### src/rtl/sstf_disk_request_scheduler_macros.svh
// Assertion helpers used by the scheduler RTL.
`ifndef SSTF_DISK_REQUEST_SCHEDULER_MACROS_SVH
`define SSTF_DISK_REQUEST_SCHEDULER_MACROS_SVH

// Clocked check that is switched off while reset is held.
`define SSTF_ASSERT(name, clk, rst_n, prop, msg) \
    name: assert property (@(posedge clk) disable iff (!rst_n) prop) else $error(msg);

// Clocked check that also holds through reset.
`define SSTF_ASSERT_ALWAYS(name, clk, prop, msg) \
    name: assert property (@(posedge clk) prop) else $error(msg);

`endif

### src/rtl/sstf_pkg.sv
`default_nettype none
package sstf_pkg;

    // Default sizes of the pending table and of a stored track number.
    localparam int SSTF_QUEUE_DEPTH = 32;
    localparam int SSTF_TRACK_BITS  = 10;

    // Fixed widths of the port fields.
    localparam int TRK_W = 10;
    localparam int CNT_W = 6;
    localparam int SUM_W = 32;

    // Request modes.
    localparam logic MODE_ADD      = 1'b0;
    localparam logic MODE_DISPATCH = 1'b1;

    typedef enum logic [1:0] {
        STAT_ADDED      = 2'd0,
        STAT_DISPATCHED = 2'd1,
        STAT_EMPTY      = 2'd2,
        STAT_FULL       = 2'd3
    } t_status;

    typedef enum logic [2:0] {
        ST_IDLE,
        ST_SCAN,
        ST_LAST,
        ST_SHIFT,
        ST_FINISH
    } t_state;

    typedef struct packed {
        logic             mode;
        logic [TRK_W-1:0] track;
    } t_sched_in;

    typedef struct packed {
        t_status          status;
        logic [TRK_W-1:0] served_track;
        logic [TRK_W-1:0] seek_distance;
        logic [SUM_W-1:0] total_movement;
        logic [CNT_W-1:0] pending_count;
    } t_sched_out;

endpackage
`default_nettype wire

### src/rtl/sstf_track_ram.sv
`default_nettype none
module sstf_track_ram
    import sstf_pkg::*;
#(
    parameter int DEPTH = SSTF_QUEUE_DEPTH,
    parameter int WIDTH = SSTF_TRACK_BITS
) (
    input  wire logic                                  i_clk,
    input  wire logic                                  i_we,
    input  wire logic [((DEPTH > 1) ? $clog2(DEPTH) : 1)-1:0] i_waddr,
    input  wire logic [WIDTH-1:0]                      i_wdata,
    input  wire logic [((DEPTH > 1) ? $clog2(DEPTH) : 1)-1:0] i_raddr,
    output logic      [WIDTH-1:0]                      o_rdata
);

    logic [WIDTH-1:0] r_mem [DEPTH];

    // One write port and one registered read port.
    always_ff @(posedge i_clk) begin
        if (i_we) begin
            r_mem[i_waddr] <= i_wdata;
        end
        o_rdata <= r_mem[i_raddr];
    end

endmodule
`default_nettype wire

### src/rtl/sstf_disk_request_scheduler.sv
// Channel    Ports                   Handshake
// request    i_req (t_sched_in)      transfer when start is high and busy is low
// result     o_res (t_sched_out)     transfer in each cycle that o_done is high
//
// An add, an add to a full table and a dispatch on an empty table never raise
// busy; their result appears in the cycle after the request transfer.
// A dispatch over N pending entries holds busy through a scan of N reads
// through the single read port of the track RAM, then a shift of the entries
// younger than the chosen one.
// The result appears in the same cycle in which busy falls.
// Reset is synchronous and active low; the receiver cannot stall results.
`default_nettype none
`include "sstf_disk_request_scheduler_macros.svh"
module sstf_disk_request_scheduler
    import sstf_pkg::*;
#(
    parameter int QUEUE_DEPTH = SSTF_QUEUE_DEPTH,
    parameter int TRACK_BITS  = SSTF_TRACK_BITS
) (
    input  wire logic       i_clk,
    input  wire logic       i_rst_n,
    input  wire logic       start,
    input  wire t_sched_in  i_req,
    output logic            busy,
    output logic            o_done,
    output t_sched_out      o_res
);

    localparam int IW = (QUEUE_DEPTH > 1) ? $clog2(QUEUE_DEPTH) : 1;
    localparam int CW = $clog2(QUEUE_DEPTH + 1);

    t_state                r_state;
    t_state                n_state;
    logic [CW-1:0]         r_count;
    logic [TRACK_BITS-1:0] r_head;
    logic [SUM_W-1:0]      r_sum;
    logic [CW-1:0]         r_idx;
    logic                  r_cmp_vld;
    logic [IW-1:0]         r_cmp_idx;
    logic [IW-1:0]         r_best_idx;
    logic [TRACK_BITS-1:0] r_best_gap;
    logic [TRACK_BITS-1:0] r_best_trk;
    logic                  r_wr_vld;
    logic [IW-1:0]         r_wr_idx;
    logic                  r_res_vld;
    t_sched_out            r_res;

    logic [TRACK_BITS-1:0] w_rdata;
    logic [IW-1:0]         w_raddr;
    logic                  w_we;
    logic [IW-1:0]         w_waddr;
    logic [TRACK_BITS-1:0] w_wdata;

    // Request decode.
    logic w_acc;
    logic w_add;
    logic w_full;
    logic w_empty;
    assign w_acc   = start && !busy;
    assign w_add   = w_acc && (i_req.mode == MODE_ADD);
    assign w_full  = (r_count == CW'(QUEUE_DEPTH));
    assign w_empty = (r_count == '0);

    // Fit the port track number to the stored width.
    logic [TRACK_BITS+TRK_W-1:0] w_in_ext;
    logic [TRACK_BITS-1:0]       w_in_trk;
    assign w_in_ext = {{TRACK_BITS{1'b0}}, i_req.track};
    assign w_in_trk = w_in_ext[TRACK_BITS-1:0];

    // Next index for the scan and shift walks.
    logic [CW-1:0] w_idx_nx;
    assign w_idx_nx = r_idx + CW'(1);

    // Shared compare unit: distance of the entry just read from the head.
    logic [TRACK_BITS-1:0] w_gap;
    logic                  w_take;
    logic [IW-1:0]         n_best_idx;
    assign w_gap      = (r_head > w_rdata) ? (r_head - w_rdata) : (w_rdata - r_head);
    assign w_take     = r_cmp_vld && ((r_cmp_idx == '0) || (w_gap < r_best_gap));
    assign n_best_idx = w_take ? r_cmp_idx : r_best_idx;

    // Saturating running total.
    logic [SUM_W:0] w_sum;
    assign w_sum = {1'b0, r_sum} + (SUM_W + 1)'(r_best_gap);

    // Field fitting for the result.
    logic [TRACK_BITS+TRK_W-1:0] w_srv_ext;
    logic [TRACK_BITS+TRK_W-1:0] w_gap_ext;
    logic [CW+CNT_W-1:0]         w_cnt_inc_ext;
    logic [CW+CNT_W-1:0]         w_cnt_dec_ext;
    logic [CW+CNT_W-1:0]         w_cnt_ext;
    assign w_srv_ext     = {{TRK_W{1'b0}}, r_best_trk};
    assign w_gap_ext     = {{TRK_W{1'b0}}, r_best_gap};
    assign w_cnt_inc_ext = {{CNT_W{1'b0}}, r_count + CW'(1)};
    assign w_cnt_dec_ext = {{CNT_W{1'b0}}, r_count - CW'(1)};
    assign w_cnt_ext     = {{CNT_W{1'b0}}, r_count};

    // Write port: shift moves take the port, otherwise a new request is appended.
    always_comb begin
        if (r_wr_vld) begin
            w_we    = 1'b1;
            w_waddr = r_wr_idx;
            w_wdata = w_rdata;
        end else begin
            w_we    = w_add && !w_full;
            w_waddr = r_count[IW-1:0];
            w_wdata = w_in_trk;
        end
    end

    sstf_track_ram #(
        .DEPTH (QUEUE_DEPTH),
        .WIDTH (TRACK_BITS)
    ) u_ram (
        .i_clk   (i_clk),
        .i_we    (w_we),
        .i_waddr (w_waddr),
        .i_wdata (w_wdata),
        .i_raddr (w_raddr),
        .o_rdata (w_rdata)
    );

    // Sequencer next state.
    always_comb begin
        n_state = r_state;
        unique case (r_state)
            ST_IDLE: begin
                if (w_acc && (i_req.mode == MODE_DISPATCH) && !w_empty) begin
                    n_state = ST_SCAN;
                end
            end
            ST_SCAN: begin
                if (w_idx_nx == r_count) begin
                    n_state = ST_LAST;
                end
            end
            ST_LAST: begin
                n_state = ST_SHIFT;
            end
            ST_SHIFT: begin
                if (w_idx_nx >= r_count) begin
                    n_state = ST_FINISH;
                end
            end
            ST_FINISH: begin
                n_state = ST_IDLE;
            end
            default: begin
                n_state = ST_IDLE;
            end
        endcase
    end

    // Sequencer outputs.
    always_comb begin
        busy    = 1'b1;
        w_raddr = r_idx[IW-1:0];
        unique case (r_state)
            ST_IDLE: begin
                busy = 1'b0;
            end
            ST_SCAN: begin
                w_raddr = r_idx[IW-1:0];
            end
            ST_SHIFT: begin
                w_raddr = w_idx_nx[IW-1:0];
            end
            ST_LAST, ST_FINISH: begin
                w_raddr = r_idx[IW-1:0];
            end
            default: begin
                busy = 1'b1;
            end
        endcase
    end

    // Control registers.
    always_ff @(posedge i_clk) begin
        if (!i_rst_n) begin
            r_state   <= ST_IDLE;
            r_count   <= '0;
            r_head    <= '0;
            r_sum     <= '0;
            r_cmp_vld <= 1'b0;
            r_wr_vld  <= 1'b0;
            r_res_vld <= 1'b0;
        end else begin
            r_state   <= n_state;
            r_cmp_vld <= (r_state == ST_SCAN);
            r_wr_vld  <= (r_state == ST_SHIFT) && (w_idx_nx < r_count);
            r_res_vld <= (w_acc && ((i_req.mode == MODE_ADD) || w_empty))
                         || (r_state == ST_FINISH);
            if (w_add && !w_full) begin
                r_count <= r_count + CW'(1);
            end
            if (r_state == ST_FINISH) begin
                r_count <= r_count - CW'(1);
                r_head  <= r_best_trk;
                r_sum   <= w_sum[SUM_W] ? {SUM_W{1'b1}} : w_sum[SUM_W-1:0];
            end
        end
    end

    // Scan, compare and shift datapath.
    always_ff @(posedge i_clk) begin
        r_cmp_idx <= r_idx[IW-1:0];
        r_wr_idx  <= r_idx[IW-1:0];
        if (w_take) begin
            r_best_idx <= r_cmp_idx;
            r_best_gap <= w_gap;
            r_best_trk <= w_rdata;
        end
        case (r_state)
            ST_IDLE: begin
                r_idx <= '0;
            end
            ST_SCAN: begin
                r_idx <= w_idx_nx;
            end
            ST_LAST: begin
                r_idx <= CW'(n_best_idx);
            end
            ST_SHIFT: begin
                if (w_idx_nx < r_count) begin
                    r_idx <= w_idx_nx;
                end
            end
            default: begin
                r_idx <= r_idx;
            end
        endcase
    end

    // Result register.
    always_ff @(posedge i_clk) begin
        if (r_state == ST_FINISH) begin
            r_res.status         <= STAT_DISPATCHED;
            r_res.served_track   <= w_srv_ext[TRK_W-1:0];
            r_res.seek_distance  <= w_gap_ext[TRK_W-1:0];
            r_res.total_movement <= w_sum[SUM_W] ? {SUM_W{1'b1}} : w_sum[SUM_W-1:0];
            r_res.pending_count  <= w_cnt_dec_ext[CNT_W-1:0];
        end else if (w_acc) begin
            r_res.served_track   <= '0;
            r_res.seek_distance  <= '0;
            r_res.total_movement <= r_sum;
            if (i_req.mode == MODE_ADD) begin
                if (w_full) begin
                    r_res.status        <= STAT_FULL;
                    r_res.pending_count <= w_cnt_ext[CNT_W-1:0];
                end else begin
                    r_res.status        <= STAT_ADDED;
                    r_res.pending_count <= w_cnt_inc_ext[CNT_W-1:0];
                end
            end else begin
                r_res.status        <= STAT_EMPTY;
                r_res.pending_count <= w_cnt_ext[CNT_W-1:0];
            end
        end
    end

    assign o_done = r_res_vld;
    assign o_res  = r_res;

    // Checks on the sequencer.
    `SSTF_ASSERT(a_accept_answered, i_clk, i_rst_n, (start && !busy) |=> (o_done || busy), "request transfer neither answered nor started")
    `SSTF_ASSERT(a_done_idle, i_clk, i_rst_n, o_done |-> !busy, "result shown while a dispatch is still in work")
    `SSTF_ASSERT(a_count_bound, i_clk, i_rst_n, r_count <= CW'(QUEUE_DEPTH), "pending count beyond table depth")
    `SSTF_ASSERT(a_shift_write, i_clk, i_rst_n, r_wr_vld |-> (r_state == ST_SHIFT || r_state == ST_FINISH), "shift write outside the shift walk")
    `SSTF_ASSERT_ALWAYS(a_reset_idle, i_clk, !i_rst_n |=> (!busy && !o_done), "block not idle after reset")

endmodule
`default_nettype wire
### config.mk
export PLATFORM = sky130hd
export DESIGN_NAME = sstf_disk_request_scheduler
export DESIGN_NICKNAME = d
export VERILOG_FILES = /design/src/rtl/sstf_pkg.sv /design/src/rtl/sstf_track_ram.sv /design/src/rtl/sstf_disk_request_scheduler.sv
export VERILOG_INCLUDE_DIRS = /design/src /design/src/rtl
export SDC_FILE = /design/constraint.sdc
export NUM_CORES = 1
export LEC_CHECK = 0
export ABC_AREA = 1
export BUFFER_PORTS_ARGS = -buffer_cell sky130_fd_sc_hd__buf_2
export CAP_MARGIN = 20
export CELL_PAD_IN_SITES_DETAIL_PLACEMENT = 1
export CELL_PAD_IN_SITES_GLOBAL_PLACEMENT = 1
export CORE_MARGIN = 2
export CORE_UTILIZATION = 41
export CTS_CLUSTER_DIAMETER = 50
export CTS_CLUSTER_SIZE = 10
export DETAILED_ROUTE_END_ITERATION = 8
export GPL_TIMING_DRIVEN = 0
export PLACE_DENSITY_LB_ADDON = 0.1
export SKIP_LAST_GASP = 1
export SYNTH_ARGS = -nofsm -noshare
export SYNTH_HDL_FRONTEND = slang
export SYNTH_SLANG_ARGS = --single-unit
### constraint.sdc
create_clock -name i_clk -period 4.6 [get_ports i_clk]
set_clock_uncertainty 0.2 [all_clocks]
set_input_delay 0.46 -clock i_clk [delete_from_list [all_inputs] [get_ports i_clk]]
set_output_delay 0.46 -clock i_clk [all_outputs]
set_load 0.02 [all_outputs]
==> reports/qor_table.md, run 1 <==
| Result | This run |
| --- | --- |
| Starting Density | 41.41% |
| Number of distinct library cell variants in the gate-level netlist after synthesis | 39 |
| Top cells by area in the synthesized netlist | sky130_fd_sc_hd__edfxtp_1 (53%), sky130_fd_sc_hd__nand2_1 (9.6%), sky130_fd_sc_hd__nand3_1 (9.0%), sky130_fd_sc_hd__inv_1 (7.8%), sky130_fd_sc_hd__dfxtp_1 (6.7%) |
| Share of the clock period used by the worst path | 91.84% |
| CTS Buffer Depth | 3 |
| Startpoint type of the worst setup path | flop |
| Antenna violations before repair | 0 |
| Synth area leader | sky130_fd_sc_hd__edfxtp_1 |
| Most prevalent standard cell on the critical path | sky130_fd_sc_hd__nand2_1 |
| Data arrival at the endpoint of the critical path | 4300 ps |
| Die footprint | 57430 um^2 |
| Leak | 0.01177 uW |
| Area share of the leading cell type in the synthesized netlist | 53.29% |
| Tmin final | 4225 ps |
| Unrepaired setup endpoints after global routing | no |
| Standard cell core area | 54990 um^2 |
| Wire length of the first global-routing pass | 99.78 mm |
| Clock tree from TritonCTS | done |
| Endpoints failing setup | 0 |
| Critical path class | flop to flop |
| Worst-case register-to-register setup slack | 380 ps |
| Per-cell routed wire length | 19.28 um |
| F_max | 236.7 MHz |
| Async set-reset flop share out of synthesis | 0% |
| Count of TritonRoute iterations in the first routing pass | 5 |
| Summed negative setup slack over all endpoints | 0 ps |
| Final number of max-transition violations | 0 |
| Number of nets produced by synthesis | 2517 |
| Class of the most critical hold timing path | input port to flop |
| Number of buffers created by CTS | 68 |
| Ratio of routed vias to standard cells | 4.938 |
| Row count | 86 |
| Die outline height | 239.6 um |
| Cells after Synth | 2452 |
| Count of yosys warnings during synthesis | 0 |
| Top cells by count, synth | sky130_fd_sc_hd__nand2_1 (584), sky130_fd_sc_hd__inv_1 (473), sky130_fd_sc_hd__nand3_1 (410), sky130_fd_sc_hd__edfxtp_1 (404), sky130_fd_sc_hd__nor2_1 (102) |
| GP Congestion | 0.9037 |
| Final number of hold-violating endpoints | 0 |
| Number of inserted diodes | 0 |
| Antenna Nets Post-Route | 0 |
| Number of max-cap violations | 0 |
| Number of cells in the design after placement | 3286 |
| Number of buffers inserted by port buffering | 74 |
| Synthesized area per cell | 9.285 um^2 |
| Remaining global-route overflow | 0 |
| Fill count | 6274 |
| DR iter-0 viols | 844 |
| Layout cells sized above 1 | 9.917% |
| Run status | finished clean |
| IO Count | 76 |
| Layout Nets | 2676 |
| Root buf cell | sky130_fd_sc_hd__clkbuf_16 |
| CP Data Required Time | 4680 ps |
| Critical path endpoint category | flop |
| Synth Flop Type | sky130_fd_sc_hd__edfxtp_1 |
| Slew @ Worst Pin | 964.9 ps |
| Via count of the first global-routing pass | 17450 |
| Post-route DRC | 0 |
| Htree depth | 3 |
| Number of flops mapped to enable cells by yosys | 404 |
| Total routing usage reported by global routing | 23.25% |
| Total power per unit cell area | 426.8 nW/um^2 |
| Cells along the critical path | inv_1 -> fa_1 -> nand3_1 -> nand2_1 -> nand2_1 -> o211ai_1 -> nand2_1 -> nand2_1 -> nand2_1 -> buf_2 -> nand2_1 -> inv_1 -> a21oi_1 -> ha_1 -> a21oi_1 -> o21ai_0 -> nor2_1 -> nand3_1 -> nand2_1 -> nand2_2 -> clkinvlp_4 -> buf_4 |
| Max FO, Critical Path | 10 |
| Most instantiated library cell after synthesis | sky130_fd_sc_hd__nand2_1 |
| Post-synth design cell area | 22770 um^2 |
| Longest individual stage delay on the worst path | 470 ps |
| Clock sink count | 480 |
| Pin count of the biggest net entering global routing | 35 |
| Count of non-filler cells in the finished layout | 3400 |
| Count of state elements after synthesis | 480 |
| Worst relative slew slack | 34.99% |
| Sequential element share of the synthesized area | 59.97% |
| Estimated wirelength of the detail-placed design | 46.78 mm |
| Growth of design area from synthesis to finish | 16.68% |
| Final Routed Wirelength | 65.55 mm |
| Total vias in the final route | 16790 |
| Clock insertion delay at the later pin of the skew report | 600 ps |
| Die X | 239.6 um |
| Worst vdd rail ir drop | 0.2901 mV |
| Final worst hold slack | 65.20 ps |
| Cell at the slowest stage of the critical path | sky130_fd_sc_hd__fa_1 |
| Worst-path clk slew | 50 ps |
## worst max-delay path, delay by kind of cell (launching register included)
family,cells,cell delay [ps]
compound gates,4,400
fa+ha+maj,2,780
buf+inv,5,750
flops,1,420
simple gates,11,1360
## flip-flops by register name, summed over array words and instances (netlist names)
| register | flops |
|---|---|
| u_ram.r_mem | 320 |
| o_res | 60 |
| r_sum | 32 |
| r_best_gap | 10 |
| r_best_trk | 10 |
| r_head | 10 |
| u_ram.o_rdata | 10 |
| r_count | 6 |
| r_idx | 6 |
| r_best_idx | 5 |
| r_wr_idx | 5 |
| r_state | 3 |
| o_done | 1 |
| r_cmp_vld | 1 |
| r_wr_vld | 1 |
## metal layers
| metal | routed length [um] | GRT usage [%] | up-vias |
|---|---|---|---|
| met5 | 0 | 0 | - |
| met1 | 28840 | 29.26 | 8040 |
| met2 | 31930 | 40.21 | 327 |
| met3 | 2472 | 3.872 | 131 |
| li1 | - | - | 8290 |
| met4 | 2309 | 8.466 | 0 |
## kinds of logic after synthesis
logic type / share of synthesized area, %
compound gates: 3.001
flops: 59.97
buf+inv: 9.936
xor+xnor: 1.000
mux: 0.08793
fa+ha+maj: 2.902
simple gates: 23.10
## layout make-up
type	count	area [um^2]	area share [%]
Tap cell	748	935.9	3.523
Inverter	479	1802	6.783
Sequential cell	480	13650	51.40
Buffer	97	456.7	1.719
Multi-Input combinational cell	1394	6967	26.23
Timing Repair Buffer	90	664.4	2.501
Clock buffer	89	1886	7.098
Timing Repair inverter	1	7.507	0.02826
Clock inverter	22	192.7	0.7254
## final timing paths
check	cells after the start	start	to
setup / recovery	22	u_ram.o_rdata[1]$_DFF_P_	r_best_gap[8]$_DFFE_PN_
hold / removal	4	i_req[10]	o_res[58]$_SDFFE_PP1P_
setup reg to reg	22	u_ram.o_rdata[1]$_DFF_P_	r_best_gap[8]$_DFFE_PN_
hold reg to reg	0	r_idx[4]$_DFFE_PP_	r_wr_idx[4]$_DFF_P_
## cells in the final DEF (no fill, tap or decap), types with 3 or more instances in the layout
master | synthesis | layout
sky130_fd_sc_hd__xor2_1 | 22 | 22
sky130_fd_sc_hd__clkbuf_1 | 44 | 57
sky130_fd_sc_hd__nor2_1 | 102 | 102
sky130_fd_sc_hd__a31oi_1 | 8 | 8
sky130_fd_sc_hd__o211ai_1 | 4 | 4
sky130_fd_sc_hd__o21ai_4 | 0 | 10
sky130_fd_sc_hd__nor3_1 | 15 | 15
sky130_fd_sc_hd__or2_2 | 4 | 4
sky130_fd_sc_hd__nor3_2 | 3 | 3
sky130_fd_sc_hd__inv_6 | 0 | 4
sky130_fd_sc_hd__buf_2 | 41 | 115
sky130_fd_sc_hd__ha_1 | 48 | 48
sky130_fd_sc_hd__fa_1 | 3 | 3
sky130_fd_sc_hd__a21oi_1 | 54 | 54
sky130_fd_sc_hd__nand2_1 | 584 | 583
sky130_fd_sc_hd__xnor2_1 | 4 | 4
sky130_fd_sc_hd__nand4_1 | 22 | 22
sky130_fd_sc_hd__nand3_1 | 410 | 410
sky130_fd_sc_hd__and2_1 | 6 | 6
sky130_fd_sc_hd__dfxtp_1 | 76 | 76
sky130_fd_sc_hd__o21ai_0 | 48 | 38
sky130_fd_sc_hd__inv_1 | 473 | 471
sky130_fd_sc_hd__edfxtp_1 | 404 | 404
sky130_fd_sc_hd__clkinv_2 | 0 | 4
sky130_fd_sc_hd__buf_12 | 0 | 8
sky130_fd_sc_hd__inv_2 | 4 | 5
sky130_fd_sc_hd__buf_1 | 3 | 3
sky130_fd_sc_hd__nand3b_1 | 38 | 38
sky130_fd_sc_hd__clkinvlp_4 | 0 | 6
sky130_fd_sc_hd__buf_16 | 0 | 3
sky130_fd_sc_hd__clkinv_1 | 2 | 6
sky130_fd_sc_hd__buf_4 | 11 | 13
sky130_fd_sc_hd__clkbuf_16 | 0 | 72
sky130_fd_sc_hd__clkinv_4 | 0 | 3
## report_power, final
part	switching (uW)	internal, uW
clock	1890	2990
sequential	71.4	4880
combinational	1060	458
## per-stage QoR
stage | instance area [um^2] | setup slack [ps] | total power, uW | util [%]
final | 26560 | 375.5 | 11340 | 48.31
after global routing | 26560 | 57.10 | 11770 | 48.31
after CTS | 26540 | 38.56 | 11440 | 48.27
after detailed placement | 24440 | -89.29 | 6546 | 44.45
after global placement | 24070 | -2304 | 6469 | 43.78
after floorplan | 22770 | 907.4 | 5971 | -
## what timing repair did
action                                  CTS  global route
buffers inserted                          0             2
endpoints found under the hold margin     1             0
hold buffers                              1             0
gates resized for setup                   2             1
gates cloned                              1             0
endpoints found under the setup margin   20            25
(Power assumes the default switching activity.)
==> run 2, diff against run 1 <==
Settings changed: RECOVER_POWER set to 25.
==> run 2 against run 1 <==
The run now ends with max-capacitance violations, max-slew violations left. Final cell count did not move. Utilization is 0.37 points lower. Via count is 0.11% higher. Sequential power about the same. Sequential share of layout area grew 0.40 points. Global-route usage did not move. Critical path type unchanged. Largest cell class unchanged. Highest routed layer unchanged.
==> reports/qor_table.md, run 2 (synthesis gave the netlist of run 1 again) <==
| Result | This run | vs previous |
| --- | --- | --- |
| Run status | finished, violations left |  |
| Violations in the final reports | max-capacitance violations, max-slew violations |  |
| Number of max-cap violations | 7 | +7 |
| Pin count of the biggest net entering global routing | 35 | unchanged |
| Worst vdd rail ir drop | 0.2901 mV | about the same |
| Number of inserted diodes | 0 | unchanged |
| Clock sink count | 480 | unchanged |
| Summed negative setup slack over all endpoints | 0 ps | unchanged |
| Min-delay src | i_req[10] |  |
| Remaining global-route overflow | 0 | unchanged |
| Antenna violations before repair | 0 | unchanged |
| Growth of design area from synthesis to finish | 15.78% |  |
| Path depth of the worst reg2reg path | 6 | -73% |
| Class of the most critical hold timing path | input port to flop |  |
| Unrepaired setup endpoints after global routing | no |  |
| Final core utilization | 47.94% | -0.37 points |
| Post-route DRC | 0 | unchanged |
| Root buf cell | sky130_fd_sc_hd__clkbuf_16 |  |
| Row count | 86 | unchanged |
| Layout cells sized above 1 | 7.051% | -2.9 points |
| Critical path class | flop to flop |  |
| Standard cell core area | 54990 um^2 | unchanged |
| GP Congestion | 0.9037 | unchanged |
| Share of power burned in the clock network | 43.1% | about the same |
| Worst-path clk slew | 50 ps | about the same |
| Share of the clock period used by the worst path | 91.30% | -0.53 points |
| Die X | 239.6 um | unchanged |
| Final number of hold-violating endpoints | 0 | unchanged |
| Total routing usage reported by global routing | 23.25% | unchanged |
| F_max | 238.1 MHz | +0.58% |
| Count of non-filler cells in the finished layout | 3400 | unchanged |
| Layout Nets | 2676 | unchanged |
| Slew @ Worst Pin | 2835 ps | +1870 ps |
| NetSw | 3004 uW | -0.45% |
| Antenna Nets Post-Route | 0 | unchanged |
| Register name with the most flops | u_ram.r_mem |  |
| Min-Delay Endpoint | o_res[58]$_SDFFE_PP1P_ |  |
| RR Startpoint | r_wr_vld$_SDFF_PN0_ |  |
| Tmin final | 4200 ps | -24.52 ps |
| Total design power | 11310 uW | -0.25% |
| Starting Density | 41.41% | unchanged |
| CP Buf/Inv Count | 5 | unchanged |
| Sw frac | 26.56% | -0.055 points |
| Startpoint type of the worst setup path | flop |  |
| Number of buffers inserted by port buffering | 74 | unchanged |
| Longest individual stage delay on the worst path | 1220 ps | +750 ps |
| Max FO, Critical Path | 23 | +13 |
| Die footprint | 57430 um^2 | unchanged |
| Worst relative slew slack | -90.99% | -130 points |
| Internal power | 8306 uW | -0.17% |
| Final Routed Wirelength | 65.69 mm | +0.21% |
| Wire length of the first global-routing pass | 99.78 mm | unchanged |
| Cells along the critical path | clkbuf_1 -> inv_1 -> clkbuf_1 -> clkbuf_1 -> o21ai_0 -> dlymetal6s4s_1 |  |
| Final number of max-transition violations | 96 | +96 |
| Endpoints failing setup | 0 | unchanged |
| Clock insertion delay at the later pin of the skew report | 600 ps | about the same |
| Total vias in the final route | 16810 | +0.11% |
| Worst Hold Path Cells | 4 | unchanged |
| Flip-flop count of the largest register after layout | 320 | unchanged |
| Number of buffers created by CTS | 68 | unchanged |
| Number of cells in the design after placement | 3286 | unchanged |
| Most used cells in the layout excluding fill and tap cells | sky130_fd_sc_hd__nand2_1 (583), sky130_fd_sc_hd__inv_1 (473), sky130_fd_sc_hd__nand3_1 (410), sky130_fd_sc_hd__edfxtp_1 (404), sky130_fd_sc_hd__clkbuf_1 (121) |  |
| Most frequent standard cell in the layout excluding fill and tap cells | sky130_fd_sc_hd__nand2_1 |  |
| Ratio of routed vias to standard cells | 4.943 | +0.11% |
| Endpoint of the worst-slack reg-to-reg timing path | u_ram.r_mem[14][6]$_DFFE_PP_ |  |
| Data arrival at the endpoint of the critical path | 4200 ps | -100 ps |
| Clock tree from TritonCTS | done |  |
| CP Data Required Time | 4600 ps | -80 ps |
| Via count of the first global-routing pass | 17450 | unchanged |
| Worst-case register-to-register setup slack | 400 ps | +20 ps |
| Combinational group share of total power | 13.1% | -0.3 points |
| Die outline height | 239.6 um | unchanged |
| Count of cell instances traversed by the critical path | 6 | -73% |
| IO Count | 76 | unchanged |
| Cell at the slowest stage of the critical path | sky130_fd_sc_hd__dlymetal6s4s_1 |  |
| Critical path endpoint category | flop |  |
| Cell family contributing the most delay on the critical path | buffers and inverters |  |
| Power share of the sequential group | 43.8% | +0.2 points |
| Final worst hold slack | 63.09 ps | -2.109 ps |
| CTS Buffer Depth | 3 | unchanged |
| Leak | 0.01156 uW | -1.9% |
| DR iter-0 viols | 834 | -1.2% |
| Total power per unit cell area | 429.1 nW/um^2 | +0.53% |
| Count of TritonRoute iterations in the first routing pass | 5 | unchanged |
| Estimated wirelength of the detail-placed design | 46.78 mm | unchanged |
| Per-cell routed wire length | 19.32 um | +0.21% |
| Htree depth | 3 | unchanged |
| Most prevalent standard cell on the critical path | sky130_fd_sc_hd__clkbuf_1 |  |
run 2: cell count changes in the layout (fill, tap and decap cells not counted), moves of 2 or more:
cell | previous run | this run
sky130_fd_sc_hd__buf_2 | 115 | 53
sky130_fd_sc_hd__buf_12 | 8 | 6
sky130_fd_sc_hd__o21ai_4 | 10 | 2
sky130_fd_sc_hd__inv_1 | 471 | 473
sky130_fd_sc_hd__inv_2 | 5 | 3
sky130_fd_sc_hd__o21ai_0 | 38 | 45
sky130_fd_sc_hd__clkbuf_1 | 57 | 121
run 2: area by class of cell:
type                       instances  area (um^2)
fill                            6293        28630
sequential                       480        13650
multi-input combinational       1394         6865
clock buffer                      89         1886
inverter                         479         1802
tap                              748        935.9
timing repair buffer              90        561.8
buffer                            97        455.4
clock inverter                    22        192.7
timing repair inverter             1        7.507
run 2: through the flow:
stage          cell area, um^2  setup slack [ps]
2_1_floorplan            22770             907.4
3_3_place_gp             24070             -2304
3_5_place_dp             24440            -89.29
4_1_cts                  26540             38.56
5_1_grt                  26360             57.10
6_report                 26360             400.0
run 2: worst max-delay path by stage:
stage	startpoint	to	slack [ps]
final	r_wr_vld$_SDFF_PN0_	u_ram.r_mem[14][6]$_DFFE_PP_	400
after global routing	r_head[5]$_SDFFE_PN0P_	r_best_gap[8]$_DFFE_PN_	60
after CTS	u_ram.o_rdata[1]$_DFF_P_	r_best_gap[8]$_DFFE_PN_	40
after detailed placement	u_ram.o_rdata[1]$_DFF_P_	r_best_gap[8]$_DFFE_PN_	-90
after global placement	r_wr_vld$_SDFF_PN0_	u_ram.r_mem[3][3]$_DFFE_PP_	-2300
after floorplan	r_head[6]$_SDFFE_PN0P_	r_best_gap[0]$_DFFE_PN_	910
run 2: what timing repair did:
item                                   4_1_cts  5_1_grt
endpoints found under the hold margin        1        0
setup buffers                                0        2
hold buffers                                 1        0
gates cloned                                 1        0
gates resized for setup                      2        1
setup endpoints to repair                   20       25
run 2: power groups by stage:
stage / sequential, uW / clock [uW] / combinational [uW]
2_1_floorplan: 5070 / 0 / 902
3_3_place_gp: 5050 / 0 / 1420
3_5_place_dp: 5030 / 0 / 1510
4_1_cts: 4950 / 4970 / 1520
5_1_grt: 4960 / 5120 / 1660
6_report: 4950 / 4880 / 1480
run 2: tightest hold or removal path, cell delays in order:
cell                      delay, ps
sky130_fd_sc_hd__buf_2          150
sky130_fd_sc_hd__inv_1           80
sky130_fd_sc_hd__nand3_1         70
sky130_fd_sc_hd__nand2_1         60
run 2: routing by layer:
layer  part of all wire (%)  global-route usage (%)  up-vias
li1                       -                       -     8284
met2                     49                   40.21      333
met4                    3.6                   8.466        0
met1                     44                   29.26     8053
met3                    3.7                   3.872      137
met5                      0                       0        -
